### config.mk
export PLATFORM = sky130hd
export DESIGN_NAME = bcs_ctrl_flat
export DESIGN_NICKNAME = d
export VERILOG_FILES = /design/src/hdl/bcs_pkg.sv /design/src/hdl/bcs_if.sv /design/src/hdl/bcs_ctrl.sv /design/src/flat_wrapper.sv
export SDC_FILE = /design/constraint.sdc
export NUM_CORES = 1
export LEC_CHECK = 0
export ABC_AREA = 1
export BUFFER_PORTS_ARGS = -buffer_cell sky130_fd_sc_hd__buf_2
export CORE_ASPECT_RATIO = 0.8
export CORE_MARGIN = 2
export CORE_UTILIZATION = 50
export DETAILED_ROUTE_END_ITERATION = 16
export PLACE_DENSITY = 0.8
export SLEW_MARGIN = 25
export SYNTH_ARGS = -nofsm -noshare
export SYNTH_HDL_FRONTEND = slang
export SYNTH_SLANG_ARGS = --single-unit
### constraint.sdc
create_clock -name clk -period 2.8 [get_ports clk]
set_clock_uncertainty 0.15 [all_clocks]
set_input_delay 0.14 -clock clk [delete_from_list [all_inputs] [get_ports clk]]
set_output_delay 0.14 -clock clk [all_outputs]
set_load 0.1 [all_outputs]
### src/hdl/bcs_pkg.sv
package bcs_pkg;

  // Sizes
  localparam int MAX_POINTS  = 16;
  localparam int MAX_SAMPLES = 64;
  localparam int PT_IDX_W    = $clog2(MAX_POINTS);
  localparam int PT_CNT_W    = $clog2(MAX_POINTS + 1);
  localparam int SMP_W       = 7;
  localparam int J_W         = $clog2(MAX_SAMPLES);
  localparam int COORD_W     = 32;
  localparam int FRAC_W      = 30;
  localparam int NUM_W       = J_W + FRAC_W;
  localparam int REM_W       = J_W + 1;
  localparam int WGT_W       = 32;
  localparam int T_W         = FRAC_W + 1;
  localparam int MUL_W       = 34;
  localparam int PROD_W      = 64;
  localparam int ACC_W       = 40;
  localparam int DCNT_W      = $clog2(NUM_W + 1);

  localparam logic [T_W-1:0]    ONE_Q30  = T_W'(1) << FRAC_W;
  localparam logic [PROD_W-1:0] HALF_Q30 = PROD_W'(1) << (FRAC_W - 1);

  // Datapath operations
  typedef enum logic [3:0] {
    OP_NONE,
    OP_LOAD,
    OP_START,
    OP_DIV_STEP,
    OP_W_MUL_U,
    OP_W_MUL_T,
    OP_W_WRITE,
    OP_RD,
    OP_MUL_X,
    OP_MUL_Y,
    OP_ADD_Y,
    OP_EMIT
  } dp_op_t;

  typedef struct packed {
    dp_op_t              op;
    logic [PT_IDX_W-1:0] idx;
    logic                i_lt_d;
    logic                i_gt0;
    logic [J_W-1:0]      j;
    logic [J_W-1:0]      den;
    logic                final_smp;
    logic                trunc;
  } dp_cmd_t;

  typedef struct packed {
    logic out_busy;
  } dp_stat_t;

  typedef enum logic [3:0] {
    ST_IDLE,
    ST_DIV_INIT,
    ST_DIV,
    ST_W_MU,
    ST_W_MT,
    ST_W_WR,
    ST_RD,
    ST_MX,
    ST_MY,
    ST_AY,
    ST_EMIT
  } ctrl_state_t;

endpackage

### src/hdl/bcs_if.sv
interface bcs_in_if import bcs_pkg::*; ();
  logic                      valid;
  logic                      ready;
  logic signed [COORD_W-1:0] ctrl_x;
  logic signed [COORD_W-1:0] ctrl_y;
  logic                      set_end;

  modport source (output valid, ctrl_x, ctrl_y, set_end, input ready);
  modport sink   (input valid, ctrl_x, ctrl_y, set_end, output ready);
endinterface


### src/hdl/bcs_ctrl.sv
module bcs_ctrl import bcs_pkg::*; (
  input  logic             clk,
  input  logic             rst_n,
  bcs_in_if.sink           in_ch,
  input  logic             cfg_we,
  input  logic [SMP_W-1:0] cfg_data,
  input  dp_stat_t         stat,
  output dp_cmd_t          cmd
);
  ctrl_state_t         state_r, state_nxt;
  logic [PT_CNT_W-1:0] cnt_r, cnt_nxt;
  logic                ovf_r, ovf_nxt;
  logic [SMP_W-1:0]    ns_r;
  logic [SMP_W-1:0]    s_r, s_nxt;
  logic [J_W-1:0]      j_r, j_nxt;
  logic [PT_IDX_W-1:0] d_r, d_nxt;
  logic [PT_IDX_W-1:0] i_r, i_nxt;
  logic [DCNT_W-1:0]   dc_r, dc_nxt;

  logic                full;
  logic [SMP_W-1:0]    s_eff;
  logic [PT_IDX_W-1:0] n_last;
  logic [J_W-1:0]      j_last;
  logic [PT_CNT_W-1:0] cnt_ld;

  assign full   = (cnt_r >= PT_CNT_W'(MAX_POINTS));
  assign cnt_ld = full ? cnt_r : cnt_r + 1'b1;
  assign s_eff  = (ns_r > SMP_W'(MAX_SAMPLES)) ? SMP_W'(MAX_SAMPLES) : ns_r;
  assign n_last = PT_IDX_W'(cnt_r - 1'b1);
  assign j_last = J_W'(s_r - 1'b1);

  // Hold sample count register
  always_ff @(posedge clk) begin
    if (!rst_n) begin
      ns_r <= SMP_W'(MAX_SAMPLES);
    end else if (cfg_we) begin
      ns_r <= cfg_data;
    end
  end

  // State and counters
  always_ff @(posedge clk) begin
    if (!rst_n) begin
      state_r <= ST_IDLE;
      cnt_r   <= '0;
      ovf_r   <= 1'b0;
      s_r     <= '0;
      j_r     <= '0;
      d_r     <= '0;
      i_r     <= '0;
      dc_r    <= '0;
    end else begin
      state_r <= state_nxt;
      cnt_r   <= cnt_nxt;
      ovf_r   <= ovf_nxt;
      s_r     <= s_nxt;
      j_r     <= j_nxt;
      d_r     <= d_nxt;
      i_r     <= i_nxt;
      dc_r    <= dc_nxt;
    end
  end

  // Next state and datapath commands
  always_comb begin
    state_nxt     = state_r;
    cnt_nxt       = cnt_r;
    ovf_nxt       = ovf_r;
    s_nxt         = s_r;
    j_nxt         = j_r;
    d_nxt         = d_r;
    i_nxt         = i_r;
    dc_nxt        = dc_r;
    in_ch.ready   = 1'b0;
    cmd.op        = OP_NONE;
    cmd.idx       = i_r;
    cmd.i_lt_d    = (i_r < d_r);
    cmd.i_gt0     = (i_r != '0);
    cmd.j         = j_r;
    cmd.den       = J_W'(s_r - 1'b1);
    cmd.final_smp = (j_r == j_last);
    cmd.trunc     = ovf_r;

    unique case (state_r)
      ST_IDLE: begin
        in_ch.ready = 1'b1;
        cmd.idx     = PT_IDX_W'(cnt_r);
        if (in_ch.valid) begin
          cnt_nxt = cnt_ld;
          ovf_nxt = ovf_r | full;
          cmd.op  = full ? OP_NONE : OP_LOAD;
          if (in_ch.set_end) begin
            s_nxt = s_eff;
            j_nxt = '0;
            if (s_eff == '0) begin
              cnt_nxt = '0;
              ovf_nxt = 1'b0;
            end else begin
              state_nxt = ST_DIV_INIT;
            end
          end
        end
      end
      ST_DIV_INIT: begin
        cmd.op    = OP_START;
        dc_nxt    = '0;
        state_nxt = ST_DIV;
      end
      ST_DIV: begin
        cmd.op = OP_DIV_STEP;
        dc_nxt = dc_r + 1'b1;
        if (dc_r == DCNT_W'(NUM_W - 1)) begin
          i_nxt = '0;
          d_nxt = PT_IDX_W'(1);
          state_nxt = (cnt_r > PT_CNT_W'(1)) ? ST_W_MU : ST_RD;
        end
      end
      ST_W_MU: begin
        cmd.op    = OP_W_MUL_U;
        state_nxt = ST_W_MT;
      end
      ST_W_MT: begin
        cmd.op    = OP_W_MUL_T;
        state_nxt = ST_W_WR;
      end
      ST_W_WR: begin
        cmd.op = OP_W_WRITE;
        if (i_r == d_r) begin
          i_nxt = '0;
          if (d_r == n_last) begin
            state_nxt = ST_RD;
          end else begin
            d_nxt     = d_r + 1'b1;
            state_nxt = ST_W_MU;
          end
        end else begin
          i_nxt     = i_r + 1'b1;
          state_nxt = ST_W_MU;
        end
      end
      ST_RD: begin
        cmd.op    = OP_RD;
        state_nxt = ST_MX;
      end
      ST_MX: begin
        cmd.op    = OP_MUL_X;
        state_nxt = ST_MY;
      end
      ST_MY: begin
        cmd.op    = OP_MUL_Y;
        state_nxt = ST_AY;
      end
      ST_AY: begin
        cmd.op = OP_ADD_Y;
        if (i_r == n_last) begin
          state_nxt = ST_EMIT;
        end else begin
          i_nxt     = i_r + 1'b1;
          state_nxt = ST_RD;
        end
      end
      ST_EMIT: begin
        if (!stat.out_busy) begin
          cmd.op = OP_EMIT;
          if (j_r == j_last) begin
            cnt_nxt   = '0;
            ovf_nxt   = 1'b0;
            state_nxt = ST_IDLE;
          end else begin
            j_nxt     = j_r + 1'b1;
            state_nxt = ST_DIV_INIT;
          end
        end
      end
      default: begin
        state_nxt = ST_IDLE;
      end
    endcase
  end
endmodule

### src/flat_wrapper.sv
// flat-port wrapper written by rule: the top's interface ports become plain ports
module bcs_ctrl_flat import bcs_pkg::*;
  (clk, rst_n, cfg_we, cfg_data, stat, cmd, in_ch_valid, in_ch_ctrl_x, in_ch_ctrl_y, in_ch_set_end, in_ch_ready);
  bcs_in_if in_ch_i ();
  input  logic clk;
  input  logic rst_n;
  input  logic cfg_we;
  input  logic [SMP_W-1:0] cfg_data;
  input  dp_stat_t stat;
  output dp_cmd_t cmd;
  input wire logic [$bits(in_ch_i.valid)-1:0] in_ch_valid;
  input wire logic [$bits(in_ch_i.ctrl_x)-1:0] in_ch_ctrl_x;
  input wire logic [$bits(in_ch_i.ctrl_y)-1:0] in_ch_ctrl_y;
  input wire logic [$bits(in_ch_i.set_end)-1:0] in_ch_set_end;
  output wire logic [$bits(in_ch_i.ready)-1:0] in_ch_ready;
  assign in_ch_i.valid = in_ch_valid;
  assign in_ch_i.ctrl_x = in_ch_ctrl_x;
  assign in_ch_i.ctrl_y = in_ch_ctrl_y;
  assign in_ch_i.set_end = in_ch_set_end;
  assign in_ch_ready = in_ch_i.ready;
  bcs_ctrl u_core (.clk(clk), .rst_n(rst_n), .in_ch(in_ch_i), .cfg_we(cfg_we), .cfg_data(cfg_data), .stat(stat), .cmd(cmd));
endmodule
==> flow_metrics.py <==
metrics = {
    "run_status": {
        "status": "completed",
    },
    "synthesis": {
        "yosys.area.top_type": "dfxtp_1",
        "syn-mean-instance-area_um2": 6.57,
        "synth_nets": 552,
        "synth.area.mux_share": 0,
        "synth_adder_area_share": 0.0536,
        "synth_xor_area_frac": 0.0486,
        "synth_commonest_cells": "nand2_1 (101), inv_1 (62), nor2_1 (58)",
        "mappedNetlistArea_um2": 3040,
        "async_flop_share": 0,
        "synth_flop_cell": "dfxtp_1",
        "netlist_instances": 462,
        "synthSimpleGateAreaFrac": 0.371,
        "synth_warnings": 0,
        "ys_ff_latch": 43,
        "synth-edff-count": 0,
        "synth_top_family_by_area": "simple AND/OR/NAND/NOR gates",
        "synth_top_cell_area_share": 0.283,
        "synth.distinct_cells": 41,
        "yosysMostFrequentCell": "nand2_1",
        "synthTopCellsByArea": "dfxtp_1 (28%), nand2_1 (12%), inv_1 (7.7%)",
        "synth_compound_area_frac": 0.146,
        "seq_area_frac_synth": 0.283,
    },
    "timing": {
        "setup_viol": 0,
        "period_needed_ps": 2620,
        "rsz0062_at_grt": "false",
        "hold_viol": 0,
        "whs_ps": 30.6,
        "fin_crit_sh": 0.935,
        "drv_slew": 0,
        "tns_ps": 0,
        "max-slew-margin-rel": 0.478,
        "fmax_mhz": 382,
        "layout_setup_ws_ps": 181,
        "tightest_slew_ps": 782,
    },
    "clock_tree": {
        "cts_sinks": 43,
        "cts_made_buffers": 5,
        "cts.clk_slew.worst_paths_ps": 80,
        "htreeDepth": 2,
        "post-cts-setup-buffers": 0,
        "root_buffer": "clkbuf_8",
        "cts_tree": "done",
        "clk_latency_ps": 300,
        "cts.path.max_buffers": 2,
    },
    "floorplan": {
        "row_count": 25,
        "dieArea_um2": 6720,
        "die_y_um": 73.7,
        "core-area_um2": 5880,
        "start_util": 0.516,
        "die_w_um": 91.1,
        "ios": 102,
    },
    "final_layout": {
        "nets": 598,
        "final_util": 0.595,
        "fin_area_um2": 3500,
        "n_antenna_cell": 0,
        "instances_no_fill": 590,
        "drive_above_1_share": 0.171,
        "fillers": 551,
        "syn2layout_area_growth_pct": 15.2,
    },
    "power_and_ir_drop": {
        "pwr-share-clk": 0.094,
        "power.net_switching_mw": 2.67,
        "pwr-share-seq": 0.211,
        "power.density_nw_per_um2": 1220,
        "power_mw": 4.26,
        "combPwrFrac": 0.695,
        "leakage_nw": 1.59,
        "worst_ir_drop_vdd_v": 0.00137,
        "p_int_mw": 1.59,
        "switching_share": 0.627,
    },
    "flow_run": {
        "maxCapViolCount": 0,
    },
    "hold_path": {
        "hold_class": "primary input to register",
        "holdPathStages": 3,
    },
    "placement": {
        "dpl_cell_area_um2": 3330,
        "globalplace.congestion": 0.875,
        "io_buffers": 37,
        "pre_cts_slack_ps": 502,
        "hpwl_um": 5680,
        "placedCellCount": 574,
    },
    "critical_path": {
        "cp-end-kind": "primary output",
        "slowest_delay_ps": 410,
        "crit_slowest_cell": "buf_2",
        "r2r_cells": 11,
        "cp_cell_sequence": "clkinvlp_4 > ha_4 > inv_1 > nand2_1 > nand2_4 > nand2_1 > nand2_1 > nand3_2 > nor2_4 > nand2_1 > clkinvlp_4 > buf_2",
        "arrival_ps": 2330,
        "cp-start-kind": "register",
        "path_class": "register to primary output",
        "cp_max_fo": 6,
        "required_ps": 2510,
        "crit_path_frequent_cell": "nand2_1",
    },
    "detailed_routing": {
        "drt-initial-drc-count": 229,
        "finalWirelength_um": 7530,
        "routedWlPerCell_um": 12.8,
        "drc_errors": 0,
        "detail-route-antenna-nets": 0,
        "vias_per_cell": 5.30,
        "vias": 3127,
        "dr.pass1.iters": 5,
    },
    "grt": {
        "grt_antenna_before_repair": 0,
        "gr-total-overflow": 0,
        "grt_pass1_vias": 2913,
        "globalRouteTotalUtil": 0.230,
        "grt_max_degree": 23,
        "grt_pass1_wl_um": 12500,
    },
}
path summary, 6_finish.rpt:
| kind | start | to | slack [ps] |
|---|---|---|---|
| hold / removal | cfg_data[2] | u_core.ns_r[2] | 30 |
| setup reg to reg | u_core.cnt_r[0] | u_core.i_r[1] | 500 |
| hold reg to reg | u_core.ns_r[3] | u_core.ns_r[3] | 340 |
| setup / recovery | u_core.s_r[0] | cmd[1] | 180 |
power by group through the flow:
stage	Clock [mW]	Sequential (mW)	Combinational, mW
6_report	0.399	0.899	2.96
5_1_grt	0.434	0.916	3.22
2_1_floorplan	0	0.947	2.44
3_5_place_dp	0	0.910	2.94
4_1_cts	0.408	0.896	2.96
3_3_place_gp	0	0.902	2.89
state kept, by name, indices dropped and copies added, names as in the netlist:
signal and cells:
u_core.i_r 4, u_core.j_r 6, u_core.state_r 4, u_core.ovf_r 1
u_core.s_r 6, u_core.cnt_r 5, u_core.d_r 4, u_core.dc_r 6
u_core.ns_r 7
timing repair:
item,4_1_cts,5_1_grt
endpoints found under the hold margin,6,0
hold buffers,8,0
resized for setup,0,0
cells in the final DEF, fill, tap and decap left out, types with 3 or more instances in the layout:
master	netlist	layout
nand2_1	101	100
inv_1	62	60
nor2_1	58	58
dfxtp_1	43	43
buf_2	2	37
nand3_1	34	34
a21oi_1	32	32
o21ai_0	27	26
ha_1	13	12
xor2_1	11	11
nand4_1	10	10
inv_2	9	9
dlygate4sd3_1	0	8
nor3_1	5	5
nand2_2	5	5
clkbuf_8	0	5
nor2_4	4	4
xnor2_1	4	4
nand3_2	4	4
o21ai_1	4	4
nor2_2	3	3
clkinvlp_4	0	3
nor2_8	3	3
nand2_4	2	3
per-layer routing:
layer,global-route usage,up-vias,share of wire
li1,-,1592,-
met1,0.306,1438,0.48
met2,0.386,86,0.46
met3,0.0359,11,0.049
met4,0.0724,0,0.012
met5,0,-,0
worst max-delay path, delay by kind of cell, from the launching register on:
family / cells / cell delay, ps
buffers and inverters: 4 / 740
AND/OR/NAND/NOR: 7 / 680
flip-flops: 1 / 400
adder cells (fa/ha/maj): 1 / 220
cell type report:
class                   count  area, um^2  area share
multi-input cells         342        1910       0.546
flip-flops and latches     43         861       0.246
inverters                  71         274      0.0783
repair buffers             45         265      0.0758
well taps                  81         101      0.0290
clock buffers               6        72.6      0.0207
clock inverters             2        12.5     0.00358
cell families (layout without fill, tap and decap cells):
logic type	count (synthesis)	count (layout)
AOI/OAI and AO/OA	79	79
xor gates and xnor gates	16	16
adders and majority gates	13	13
buffers and inverters	77	124
DFF	43	43
and+or+nand+nor	234	234
Power figures use the tool's default switching activity.
